<file path="src/hw/rtl/vrt_pkg.sv">
// Package for the voxel ray traversal unit: payload types, command and status
// structs, register indexes and the product pair table. No dependencies.
`timescale 1ns / 1ps

package vrt_pkg;

   localparam int POS_W   = 24;   // Q.8 start coordinate
   localparam int DIR_W   = 16;   // Q1.14 direction component
   localparam int SPD_W   = 16;   // magnitude of a direction component
   localparam int CELL_W  = 16;   // wrapped cell index
   localparam int IDX_W   = 6;    // step index along the ray
   localparam int COUNT_W = 7;    // step_count register
   localparam int EYE_W   = 10;   // eye_offset register
   localparam int CSR_IDX_W = 8;
   localparam int CSR_DAT_W = 16;
   localparam int SEL_W   = 3;    // selects one of the six cross products
   localparam int NUM_PAIRS = 6;

   localparam int MAX_STEPS_DEFAULT = 64;

   localparam logic [COUNT_W-1:0] STEP_COUNT_RESET = 7'd20;
   localparam logic [EYE_W-1:0]   EYE_OFFSET_RESET = 10'd0;

   // Register indexes on the configuration channel.
   localparam logic [CSR_IDX_W-1:0] CSR_STEP_COUNT = 8'd0;
   localparam logic [CSR_IDX_W-1:0] CSR_EYE_OFFSET = 8'd1;

   // Axis codes.
   localparam logic [1:0] AXIS_X = 2'd0;
   localparam logic [1:0] AXIS_Y = 2'd1;
   localparam logic [1:0] AXIS_Z = 2'd2;

   // Cross products num[a] * spd[b], one slot per ordered axis pair.
   localparam logic [SEL_W-1:0] P_XY = 3'd0;
   localparam logic [SEL_W-1:0] P_YX = 3'd1;
   localparam logic [SEL_W-1:0] P_XZ = 3'd2;
   localparam logic [SEL_W-1:0] P_ZX = 3'd3;
   localparam logic [SEL_W-1:0] P_YZ = 3'd4;
   localparam logic [SEL_W-1:0] P_ZY = 3'd5;
   localparam logic [SEL_W-1:0] P_LAST = 3'd5;

   typedef struct packed {
      logic signed [POS_W-1:0] start_x;
      logic signed [POS_W-1:0] start_y;
      logic signed [POS_W-1:0] start_z;
      logic signed [DIR_W-1:0] dir_x;
      logic signed [DIR_W-1:0] dir_y;
      logic signed [DIR_W-1:0] dir_z;
   } vrt_req_type;

   typedef struct packed {
      logic signed [CELL_W-1:0] cell_x;
      logic signed [CELL_W-1:0] cell_y;
      logic signed [CELL_W-1:0] cell_z;
      logic [IDX_W-1:0]         step_index;
      logic                     last_cell;
   } vrt_rsp_type;

   typedef struct packed {
      logic [CSR_IDX_W-1:0] index;
      logic [CSR_DAT_W-1:0] value;
   } vrt_csr_type;

   typedef struct packed {
      logic             load;
      logic             mul_en;
      logic [SEL_W-1:0] mul_sel;
      logic             step;
   } vrt_cmd_type;

   typedef struct packed {
      logic count_zero;
      logic last;
   } vrt_sts_type;

   // Axis whose distance is the first factor of a product slot.
   function automatic logic [1:0] pair_num(input logic [SEL_W-1:0] sel);
      logic [1:0] ax;
      unique case (sel)
         P_XY, P_XZ: ax = AXIS_X;
         P_YX, P_YZ: ax = AXIS_Y;
         default:    ax = AXIS_Z;
      endcase
      return ax;
   endfunction

   // Axis whose speed is the second factor of a product slot.
   function automatic logic [1:0] pair_spd(input logic [SEL_W-1:0] sel);
      logic [1:0] ax;
      unique case (sel)
         P_YX, P_ZX: ax = AXIS_X;
         P_XY, P_ZY: ax = AXIS_Y;
         default:    ax = AXIS_Z;
      endcase
      return ax;
   endfunction

endpackage

</file>
<file path="src/hw/rtl/vrt_ctrl.sv">
// Controller state machine of the voxel ray traversal unit.
// Depends on vrt_pkg for the command and status structs.
`timescale 1ns / 1ps

module vrt_ctrl
   import vrt_pkg::*;
(
   input  logic        clock,
   input  logic        reset,
   input  logic        req_valid,
   output logic        req_ready,
   output logic        rsp_valid,
   input  logic        rsp_ready,
   input  vrt_sts_type sts,
   output vrt_cmd_type cmd
);

   typedef enum logic [1:0] {
      IDLE,
      MUL,
      EMIT
   } state_type;

   state_type        state_ff, state_in;
   logic [SEL_W-1:0] mcnt_ff, mcnt_in;
   logic             rdy_ff, rdy_in;
   logic             vld_ff, vld_in;

   always_comb begin
      state_in = state_ff;
      mcnt_in  = mcnt_ff;
      rdy_in   = rdy_ff;
      vld_in   = vld_ff;
      unique case (state_ff)
         IDLE: begin
            if (req_valid && rdy_ff) begin
               state_in = MUL;
               mcnt_in  = '0;
               rdy_in   = 1'b0;
            end
         end
         MUL: begin
            if (mcnt_ff == P_LAST) begin
               if (sts.count_zero) begin
                  state_in = IDLE;
                  rdy_in   = 1'b1;
               end else begin
                  state_in = EMIT;
                  vld_in   = 1'b1;
               end
            end else begin
               mcnt_in = mcnt_ff + SEL_W'(1);
            end
         end
         EMIT: begin
            if (rsp_ready && sts.last) begin
               state_in = IDLE;
               vld_in   = 1'b0;
               rdy_in   = 1'b1;
            end
         end
         default: begin
            state_in = IDLE;
            rdy_in   = 1'b1;
            vld_in   = 1'b0;
         end
      endcase
   end

   always_ff @(posedge clock) begin
      if (reset) begin
         state_ff <= IDLE;
         mcnt_ff  <= '0;
         rdy_ff   <= 1'b1;
         vld_ff   <= 1'b0;
      end else begin
         state_ff <= state_in;
         mcnt_ff  <= mcnt_in;
         rdy_ff   <= rdy_in;
         vld_ff   <= vld_in;
      end
   end

   assign req_ready   = rdy_ff;
   assign rsp_valid   = vld_ff;
   assign cmd.load    = req_valid && rdy_ff;
   assign cmd.mul_en  = (state_ff == MUL);
   assign cmd.mul_sel = mcnt_ff;
   assign cmd.step    = vld_ff && rsp_ready;

`ifndef SYNTHESIS
   // A ray is never accepted while a cell is being offered.
   a_no_overlap: assert property (@(posedge clock) disable iff (reset)
      !(rdy_ff && vld_ff))
      else $error("vrt_ctrl: ready and valid high together");

   // Every accepted ray starts the product setup on the next cycle.
   a_load_to_mul: assert property (@(posedge clock) disable iff (reset)
      cmd.load |=> (state_ff == MUL) && (mcnt_ff == '0))
      else $error("vrt_ctrl: accepted ray did not enter product setup");

   // A taken cell that is not the last keeps the channel valid.
   a_keep_emitting: assert property (@(posedge clock) disable iff (reset)
      (cmd.step && !sts.last) |=> vld_ff)
      else $error("vrt_ctrl: cell run ended early");

   // Nothing is emitted for a ray with a zero step count.
   a_zero_count: assert property (@(posedge clock) disable iff (reset)
      (state_ff == MUL && mcnt_ff == P_LAST && sts.count_zero) |=> !vld_ff)
      else $error("vrt_ctrl: cell emitted for empty run");
`endif

endmodule

</file>
<file path="config.mk">
export PLATFORM = sky130hd
export DESIGN_NAME = vrt_ctrl
export DESIGN_NICKNAME = d
export VERILOG_FILES = /design/src/hw/rtl/vrt_pkg.sv /design/src/hw/rtl/vrt_ctrl.sv
export SDC_FILE = /design/constraint.sdc
export NUM_CORES = 1
export LEC_CHECK = 0
export BUFFER_PORTS_ARGS = -buffer_cell sky130_fd_sc_hd__clkbuf_2
export CAP_MARGIN = 40
export CORE_AREA = 2 2 39 41
export CTS_CLUSTER_SIZE = 25
export DETAILED_ROUTE_END_ITERATION = 7
export DIE_AREA = 0 0 41 43
export GPL_TIMING_DRIVEN = 0
export PLACE_DENSITY = 0.69
export SYNTH_ARGS = -nofsm -noshare
export SYNTH_HDL_FRONTEND = slang
export SYNTH_SLANG_ARGS = --single-unit
</file>
<file path="constraint.sdc">
create_clock -name clock -period 1.5 [get_ports clock]
set_input_delay 0.075 -clock clock [delete_from_list [all_inputs] [get_ports clock]]
set_output_delay 0.075 -clock clock [all_outputs]
set_load 0.02 [all_outputs]
</file>
==> results of run 1 <==
synthesized netlist by cell type:
cell type / count / share of area, %
a31oi_2: 1 / 2.7
a31oi_1: 1 / 1.3
buf_1: 1 / 0.81
buf_4: 1 / 1.6
a311oi_1: 1 / 1.9
nor2_1: 1 / 0.81
inv_1: 4 / 3.2
buf_6: 3 / 7.3
nor3_1: 1 / 1.1
and4bb_1: 1 / 2.7
a211o_1: 2 / 3.8
and3_2: 2 / 3.2
and3_1: 1 / 1.3
o21ai_1: 3 / 3.2
nand2_1: 2 / 1.6
and2_1: 2 / 2.7
dfxtp_1: 7 / 30
nor3b_2: 2 / 5.4
nand3_1: 1 / 1.1
mux2_4: 1 / 3.2
nand3b_1: 1 / 1.6
o21ai_0: 2 / 2.2
ha_1: 2 / 5.4
a211oi_1: 3 / 4.9
nor4_1: 1 / 1.3
a21oi_1: 5 / 5.4
worst min-delay path by stage:
stage                     end  slack, ps  cells past startpoint
finish              rsp_valid        150                      4
global route        rsp_valid        170                      4
global placement    rsp_valid        410                      4
CTS                 rsp_valid        140                      4
floorplan           rsp_valid        280                      3
detailed placement  rsp_valid        420                      4
power by group through the flow:
stage	Combinational, µW	Clock [µW]	Sequential, µW
after global routing	110	200	205
after detailed placement	99.8	0	208
after global placement	98.5	0	208
final	101	177	204
after floorplan	65.7	0	214
after CTS	100	184	204
worst register-to-register path: cells and delay by family (launching register included):
kind                     cells  cell delay, ps
AND/OR/NAND/NOR              1             130
AO/OA/AOI/OAI                1             190
multiplexers                 1             310
adder cells (fa/ha/maj)      1             210
flip-flops                   1             350
buffers and inverters        1              50
sequential cells by signal (all words and copies together) (netlist names):
| name | flops |
|---|---|
| rsp_valid | 1 |
| mcnt_ff | 3 |
| state_ff | 2 |
| req_ready | 1 |
placed cells by master, fill, tap and decap left out:
cell type  netlist  final
a211o_1          2      2
a211oi_1         3      3
a21oi_1          5      5
a311oi_1         1      1
a31oi_1          1      1
a31oi_2          1      1
and2_1           2      2
and3_1           1      1
and3_2           2      2
and4bb_1         1      1
buf_1            1      1
buf_4            1      1
buf_6            3      3
clkbuf_1         0      1
clkbuf_2         0     12
clkbuf_4         0      3
dfxtp_1          7      6
dfxtp_2          0      1
ha_1             2      1
ha_2             0      1
inv_1            4      4
mux2_4           1      1
nand2_1          2      2
nand3_1          1      1
nand3b_1         1      1
nor2_1           1      1
nor3_1           1      1
nor3b_2          2      2
nor4_1           1      1
o21ai_0          2      2
o21ai_1          3      3
area by class of cell:
cell class / instances / area (µm²)
clock buffers: 4 / 26.3
fillers: 140 / 810
plain buffers: 5 / 45.0
repair buffers: 12 / 60.1
flip-flops and latches: 7 / 141
well taps: 16 / 20.0
inverters: 4 / 15.0
multi-input cells: 36 / 267
per-layer routing:
| layer | share of wire [%] | up-vias |
|---|---|---|
| met5 | 0 | - |
| met4 | 1.6 | 0 |
| met3 | 6.8 | 2 |
| met2 | 46 | 11 |
| met1 | 46 | 205 |
| li1 | - | 220 |
cells by family after synthesis:
logic type | count (synthesis) | synth area share [%]
AOI/OAI and AO/OA | 18 | 25.3
adders and majority gates | 2 | 5.39
buffers and inverters | 9 | 12.9
DFF | 7 | 30.2
muxes | 1 | 3.23
and+or+nand+nor | 15 | 22.9
through the flow:
stage / cell area (µm²) / std cells / hold slack (ps) / setup slack (ps) / total power [µW]
floorplan: 465 / 52 / 279 / 67.5 / 280
global placement: 546 / 80 / 409 / 67.7 / 307
detailed placement: 546 / 80 / 419 / 40.8 / 308
CTS: 572 / 84 / 144 / 33.0 / 488
global route: 574 / 84 / 165 / 72.1 / 516
finish: 574 / 84 / 148 / 151 / 481
==> impl_metrics.py, run 1 <==
metrics = {
    "sta": {
        "final_max_slew_viol_count": 0,
        "fin_crit_sh_pct": 90.0,
        "finalHoldViolations": 0,
        "fin_crit_ps": 1350,
        "fin_setup_tns_ps": 0,
        "rsz0062_at_grt": "false",
        "slew_headroom_pct": 77.0,
        "setup_viol": 0,
        "fmax_mhz": 741,
        "max_slew.worst_pin.slew_ps": 344,
        "fin_skew_ps": 2.87,
    },
    "routing": {
        "drcViolationCount": 0,
        "drt_iter0_markers": 10,
        "via_per_inst": 5.21,
        "ant_nets": 0,
        "via_count": 438,
        "finalWirelength_um": 948,
        "drt_pass1_iterations": 3,
        "wl_per_cell_um": 11.3,
    },
    "power_and_ir_drop": {
        "comb_power_share_pct": 20.9,
        "seqPwrFrac_pct": 42.4,
        "clkPwrFrac_pct": 36.7,
        "p_int_uw": 341,
        "switching_share_pct": 29.2,
        "power.switching_uw": 141,
        "leakage_uw": 0.000254,
        "peakVddDrop_uv": 534,
        "pwr_density_cell_mw_per_mm2": 838,
    },
    "setup_path": {
        "cp_top_family": "flip-flops",
        "cp.depth": 5,
        "arrival_ps": 1490,
        "cp-end-kind": "register",
        "timing.rr.end": "mcnt_ff[2]",
        "cp-start-kind": "register",
        "cp.buffers_inverters": 1,
        "rr_startpoint": "mcnt_ff[1]",
        "reg2reg_depth": 5,
        "path_class": "register to register",
        "worst_setup_path_startpoint": "mcnt_ff[1]",
        "critPathMaxStageDelay_ps": 350,
        "reg2reg_slack_ps": 150,
        "cp-endpoint": "mcnt_ff[2]",
        "crit_path_max_fanout": 7,
        "cp_data_required_time_ps": 1640,
        "crit_chain": "inv_1 -> ha_2 -> a31oi_2 -> nand3b_1 -> mux2_4",
        "cpMaxStageDelayCell": "dfxtp_2",
    },
    "finish": {
        "final_util_pct": 41.5,
        "diodes": 0,
        "drive_above_1_share_pct": 39.7,
        "final_nets": 77,
        "syn2layout_area_growth_pct": 23.7,
    },
    "clocking": {
        "cts.sinks": 7,
        "clkSlewWorstSetupHoldPaths_ps": 60,
        "cts_buffers": 3,
        "cts_max_path_buffers": 2,
        "ctsHoldBuffers": 0,
        "clock_latency_ps": 250,
        "cts_root_buf": "clkbuf_4",
        "ctsResizeCount": 0,
        "cts_tree": "done",
        "ctsHtreeMaxLevel": 1,
        "cts_setup_buffers": 0,
    },
    "global_route": {
        "grt_usage_pct": 12.4,
        "grt_max_degree": 11,
        "antenna_found_initial": 0,
        "grt_util_met3_pct": 9.42,
        "grtUsageMet1_pct": 15.5,
        "grt_pass1_vias": 345,
        "grt_pass1_wl_um": 1410,
        "met2_usage_pct": 15.9,
        "gr-total-overflow": 0,
        "grt.busiest_layer": "met2",
    },
    "floorplanning": {
        "fp-row-count": 14,
        "core-area_mm2": 0.00138,
        "start_util_pct": 33.5,
        "die_w_um": 41,
        "die_area_mm2": 0.00176,
        "io_pins": 14,
        "dieHeight_um": 43,
    },
    "logic_synthesis": {
        "ys_seq_area_share_pct": 30.2,
        "syn-cell-area_um2": 464,
        "ys_types": 26,
        "yosys_warnings": 0,
        "avgSynthCellArea_um2": 8.93,
        "synth_seq_cells": 7,
        "syn_inst": 52,
        "synth_nets": 60,
    },
    "worst_hold_path": {
        "hold_class": "primary input to register",
        "hp-start": "sts[1]",
    },
    "placed_design": {
        "gp_congestion": 0.823,
        "portBuffers": 12,
        "hpwl_um": 650,
    },
    "run": {
        "max-cap-violations": 0,
    },
    "run_status": {
        "status": "completed",
    },
}
Power figures use the tool's default switching activity.
==> inputs of run 2 (changes only) <==
--- a/config.mk
+++ b/config.mk
@@ -7,12 +7,14 @@
 export LEC_CHECK = 0
 export BUFFER_PORTS_ARGS = -buffer_cell sky130_fd_sc_hd__clkbuf_2
 export CAP_MARGIN = 40
-export CORE_AREA = 2 2 39 41
+export CORE_ASPECT_RATIO = 1.2
+export CORE_MARGIN = 2
+export CORE_UTILIZATION = 23
 export CTS_CLUSTER_SIZE = 25
 export DETAILED_ROUTE_END_ITERATION = 7
-export DIE_AREA = 0 0 41 43
 export GPL_TIMING_DRIVEN = 0
-export PLACE_DENSITY = 0.69
+export PLACE_DENSITY = 0.53
+export RECOVER_POWER = 50
 export SYNTH_ARGS = -nofsm -noshare
 export SYNTH_HDL_FRONTEND = slang
 export SYNTH_SLANG_ARGS = --single-unit
==> run 2 against run 1 <==
Utilization down 11 points. Register-to-register slack worse by 20 ps. Clock skew up 1.9 ps. Setup slack worse by 16 ps. Sequential power about the same. Via count down 0.46%. Flip-flop and latch count unchanged. Clock-buffer cell count unchanged. Largest cell class unchanged.
==> impl_metrics.py, run 2 (synthesized netlist as in run 1, its figures left out) <==
metrics = {
    "run_status": {
        "status": "completed",
    },
    "routing": {
        "via_per_inst": 5.01,
        "finalWirelength_um": 1070,
        "ant_nets": 0,
        "drt_pass1_iterations": 2,
        "drcViolationCount": 0,
        "via_count": 436,
        "wl_per_cell_um": 12.2,
        "drt_iter0_markers": 3,
    },
    "floorplanning": {
        "die_area_mm2": 0.00239,
        "core-area_mm2": 0.00187,
        "io_pins": 14,
        "start_util_pct": 24.8,
        "dieHeight_um": 53.2,
        "fp-row-count": 17,
        "die_w_um": 45.0,
    },
    "global_route": {
        "grt_pass1_wl_um": 1630,
        "gr-total-overflow": 0,
        "grt_max_degree": 11,
        "antenna_found_initial": 0,
        "grt_pass1_vias": 394,
        "grt_usage_pct": 9.84,
    },
    "clocking": {
        "cts_buffers": 3,
        "clock_latency_ps": 250,
        "cts_setup_buffers": 0,
        "cts_root_buf": "clkbuf_4",
        "cts.sinks": 7,
        "ctsHtreeMaxLevel": 1,
        "clkSlewWorstSetupHoldPaths_ps": 60,
        "cts_max_path_buffers": 2,
        "ctsHoldBuffers": 0,
        "cts_tree": "done",
    },
    "worst_hold_path": {
        "hold_class": "primary input to register",
    },
    "setup_path": {
        "arrival_ps": 1510,
        "cp-end-kind": "register",
        "crit_path_max_fanout": 7,
        "cp_data_required_time_ps": 1640,
        "path_class": "register to register",
        "cp-start-kind": "register",
    },
    "sta": {
        "max_slew.worst_pin.slew_ps": 389,
        "rsz0062_at_grt": "false",
        "setup_viol": 0,
        "whs_ps": 157,
        "finalHoldViolations": 0,
        "slew_headroom_pct": 74.1,
        "fmax_mhz": 733,
        "final_max_slew_viol_count": 0,
        "fin_crit_sh_pct": 91.0,
        "fin_skew_ps": 4.80,
        "fin_setup_tns_ps": 0,
        "fin_crit_ps": 1360,
    },
    "finish": {
        "largest_registers": "mcnt_ff (3), state_ff (2)",
        "largest_reg_flops": 3,
        "layout_commonest_cell": "clkbuf_1",
        "regMostFlops": "mcnt_ff",
        "final_nets": 77,
        "diodes": 0,
        "syn2layout_area_growth_pct": 22.6,
        "layout_common_cells": "clkbuf_1 (8), dfxtp_1 (6), a21oi_1 (5), clkbuf_2 (5), inv_1 (4)",
        "drive_above_1_share_pct": 29.4,
    },
    "placed_design": {
        "hpwl_um": 795,
        "gp_congestion": 0.729,
        "portBuffers": 12,
    },
    "power_and_ir_drop": {
        "peakVddDrop_uv": 318,
        "pwr_density_cell_mw_per_mm2": 846,
        "leakage_uw": 0.000231,
    },
    "run": {
        "max-cap-violations": 0,
    },
}
## run 2: cell types whose count changed in the layout (fill, tap and decap cells not counted)
cell      change
clkbuf_2      -7
clkbuf_1      +7
## run 2: layout make-up
type / count / area, µm²
fill: 218 / 1300
multi-input combinational: 36 / 267
sequential: 7 / 141
timing repair buffer: 12 / 51.3
buffer: 5 / 45.0
clock buffer: 4 / 26.3
tap: 19 / 23.8
inverter: 4 / 15.0
## run 2: per-layer routing
metal	GRT usage, %	up-vias	share of wire, %
met5	0	-	0
met3	6.14	2	6.2
met4	3.92	0	0.75
li1	-	225	-
met1	9.78	200	44
met2	16.2	9	49
## run 2: critical path, stage by stage (launching register included)
cell and delay [ps]:
dfxtp_2 350, inv_1 50, ha_2 210, a31oi_2 190, nand3b_1 140, mux2_4 310
## run 2: power by group
part | switching (µW) | internal (µW) | leakage [µW]
Combinational | 58.0 | 41.7 | 0.000159
Clock | 75.8 | 102 | 0.0000150
Sequential | 9.08 | 195 | 0.0000577
## run 2: final timing paths
path                   start    endpoint  slack, ps  cells past startpoint
setup / recovery  mcnt_ff[1]  mcnt_ff[2]        140                      5
hold / removal        sts[1]   rsp_valid        160                      4
setup reg to reg  mcnt_ff[1]  mcnt_ff[2]        140                      5
hold reg to reg    rsp_valid   rsp_valid        500                      2
## run 2: repair_timing
item | CTS | global route
pin swaps | 1 | 0
setup endpoints to repair | 1 | 1
resized for setup | 0 | 1
## run 2: through the flow
stage	setup slack (ps)	instance area [µm²]	std cells	total power [µW]	util, %
5_1_grt	38.0	569	87	518	30.4
3_5_place_dp	5.99	549	83	311	29.3
3_3_place_gp	26.2	549	83	309	29.3
2_1_floorplan	67.5	465	52	280	-
6_report	135	569	87	482	30.4
4_1_cts	39.8	576	87	492	30.7
==> inputs of run 3 (changes only) <==
--- a/config.mk
+++ b/config.mk
@@ -13,7 +13,7 @@
 export CTS_CLUSTER_SIZE = 25
 export DETAILED_ROUTE_END_ITERATION = 7
 export GPL_TIMING_DRIVEN = 0
-export PLACE_DENSITY = 0.53
+export PLACE_DENSITY = 0.54
 export RECOVER_POWER = 50
 export SYNTH_ARGS = -nofsm -noshare
 export SYNTH_HDL_FRONTEND = slang
==> constraint.sdc (replaced) <==
create_clock -name clock -period 1.5 [get_ports clock]
set_input_delay 0.15 -clock clock [delete_from_list [all_inputs] [get_ports clock]]
set_output_delay 0.15 -clock clock [all_outputs]
set_load 0.02 [all_outputs]
==> run 3 against run 2 <==
Flip-flop and latch count unchanged. Clock-buffer cell count stayed put. Largest cell class unchanged. Register-to-register slack is essentially flat. Critical endpoint unchanged. Highest routed layer unchanged.
==> impl_metrics.py, run 3 (synthesized netlist as in run 1, its figures left out) <==
metrics = {
    "run_status": {
        "status": "completed",
    },
    "finish": {
        "regMostFlops": "mcnt_ff",
        "syn2layout_area_growth_pct": 23.7,
        "fin_area_um2": 574,
        "largest_reg_flops": 3,
        "layout_commonest_cell": "clkbuf_1",
        "drive_above_1_share_pct": 29.4,
        "largest_registers": "mcnt_ff (3), state_ff (2)",
        "final_nets": 77,
        "diodes": 0,
        "layout_common_cells": "clkbuf_1 (7), clkbuf_2 (6), dfxtp_1 (6)",
    },
    "routing": {
        "drt_pass1_iterations": 4,
        "via_per_inst": 4.90,
        "wl_per_cell_um": 12.0,
        "ant_nets": 0,
        "drcViolationCount": 0,
        "drt_iter0_markers": 4,
        "finalWirelength_um": 1040,
        "via_count": 426,
    },
    "setup_path": {
        "rr_startpoint": "mcnt_ff[1]",
        "path_class": "register to register",
        "reg2reg_slack_ps": 140,
        "cp_data_required_time_ps": 1640,
        "cp-end-kind": "register",
        "cp-endpoint": "mcnt_ff[2]",
        "crit_path_max_fanout": 7,
        "reg2reg_depth": 5,
        "timing.rr.end": "mcnt_ff[2]",
        "critPathMaxStageDelay_ps": 350,
        "arrival_ps": 1510,
        "cp-start-kind": "register",
        "crit_chain": "inv_1 -> ha_2 -> a31oi_4 -> nand3b_1 -> mux2_4",
        "worst_setup_path_startpoint": "mcnt_ff[1]",
        "cpMaxStageDelayCell": "dfxtp_2",
    },
    "sta": {
        "finalHoldViolations": 0,
        "max_slew.worst_pin.slew_ps": 408,
        "final.setup.worst_slack_ps": 136,
        "rsz0062_at_grt": "false",
        "fin_skew_ps": 3.09,
        "setup_viol": 0,
        "fin_crit_sh_pct": 91.0,
        "fmax_mhz": 733,
        "fin_crit_ps": 1360,
        "final_max_slew_viol_count": 0,
        "slew_headroom_pct": 72.8,
        "fin_setup_tns_ps": 0,
    },
    "clocking": {
        "cts_buffers": 3,
        "cts_tree": "done",
        "cts_setup_buffers": 0,
        "cts_root_buf": "clkbuf_4",
        "cts_max_path_buffers": 2,
        "clock_latency_ps": 250,
        "cts.sinks": 7,
        "ctsHtreeMaxLevel": 1,
        "clkSlewWorstSetupHoldPaths_ps": 60,
    },
    "run": {
        "max-cap-violations": 0,
    },
    "placed_design": {
        "portBuffers": 12,
        "hpwl_um": 750,
        "place_area_um2": 549,
        "post-place-ws_ps": 36.6,
        "gp_congestion": 0.701,
    },
    "power_and_ir_drop": {
        "peakVddDrop_uv": 240,
        "seqPwrFrac_pct": 42.4,
        "switching_share_pct": 29.7,
        "pwr_density_cell_mw_per_mm2": 840,
        "power.switching_uw": 143,
        "comb_power_share_pct": 21.2,
        "clkPwrFrac_pct": 36.4,
        "p_total_uw": 483,
        "leakage_uw": 0.000233,
        "p_int_uw": 339,
    },
    "global_route": {
        "grt_usage_pct": 9.51,
        "grt_pass1_vias": 397,
        "gr-total-overflow": 0,
        "antenna_found_initial": 0,
        "grt_max_degree": 11,
        "grt_pass1_wl_um": 1600,
    },
    "floorplanning": {
        "die_area_mm2": 0.00239,
        "fp-row-count": 17,
        "io_pins": 14,
        "start_util_pct": 24.8,
        "dieHeight_um": 53.2,
        "core-area_mm2": 0.00187,
        "die_w_um": 45.0,
    },
    "worst_hold_path": {
        "hold_class": "primary input to register",
    },
}
[run 3: power by group through the flow]
| stage | Combinational [µW] | Sequential (µW) | Clock, µW |
|---|---|---|---|
| floorplan | 65.7 | 214 | 0 |
| global placement | 101 | 208 | 0 |
| detailed placement | 102 | 209 | 0 |
| CTS | 102 | 205 | 179 |
| global route | 114 | 206 | 189 |
| finish | 102 | 205 | 176 |
[run 3: how the worst min path moves through the flow]
stage,startpoint,endpoint,depth (start not counted)
floorplan,sts[1],rsp_valid,3
global placement,rsp_valid,rsp_valid,2
detailed placement,sts[1],rsp_valid,4
CTS,sts[1],rsp_valid,4
global route,sts[1],rsp_valid,4
finish,sts[1],rsp_valid,4
[run 3: final cells by class]
| type | instances | area [µm²] |
|---|---|---|
| Fill cell | 207 | 1300 |
| Multi-Input combinational cell | 36 | 270 |
| Sequential cell | 7 | 141 |
| Timing Repair Buffer | 12 | 52.6 |
| Buffer | 5 | 45.0 |
| Clock buffer | 4 | 26.3 |
| Tap cell | 19 | 23.8 |
| Inverter | 4 | 15.0 |
[run 3: what timing repair did]
action,in CTS,in global routing
hold buffers,0,0
resized for setup,0,2
setup endpoints to repair,0,1
[run 3: critical path: cells and delay by family, from the launching register on]
kind,cells,cell delay (ps)
AO/OA/AOI/OAI,1,210
adder cells (fa/ha/maj),1,210
buffers and inverters,1,50
flip-flops,1,350
multiplexers,1,300
AND/OR/NAND/NOR,1,120
[run 3: per-stage QoR]
stage	utilization [%]	std cells	hold WS (ps)
finish	30.7	87	226
global placement	29.3	83	480
CTS	30.7	87	211
detailed placement	29.3	83	479
floorplan	-	52	354
global route	30.7	87	246
[run 3: per-layer routing]
layer  GRT usage, %  vias to the layer above  routed length (µm)
li1               -                      220                   -
met1           11.7                      188                 513
met2           14.0                       13                 450
met3           1.02                        5                  37
met4           8.82                        0                  42
met5              0                        -                   0
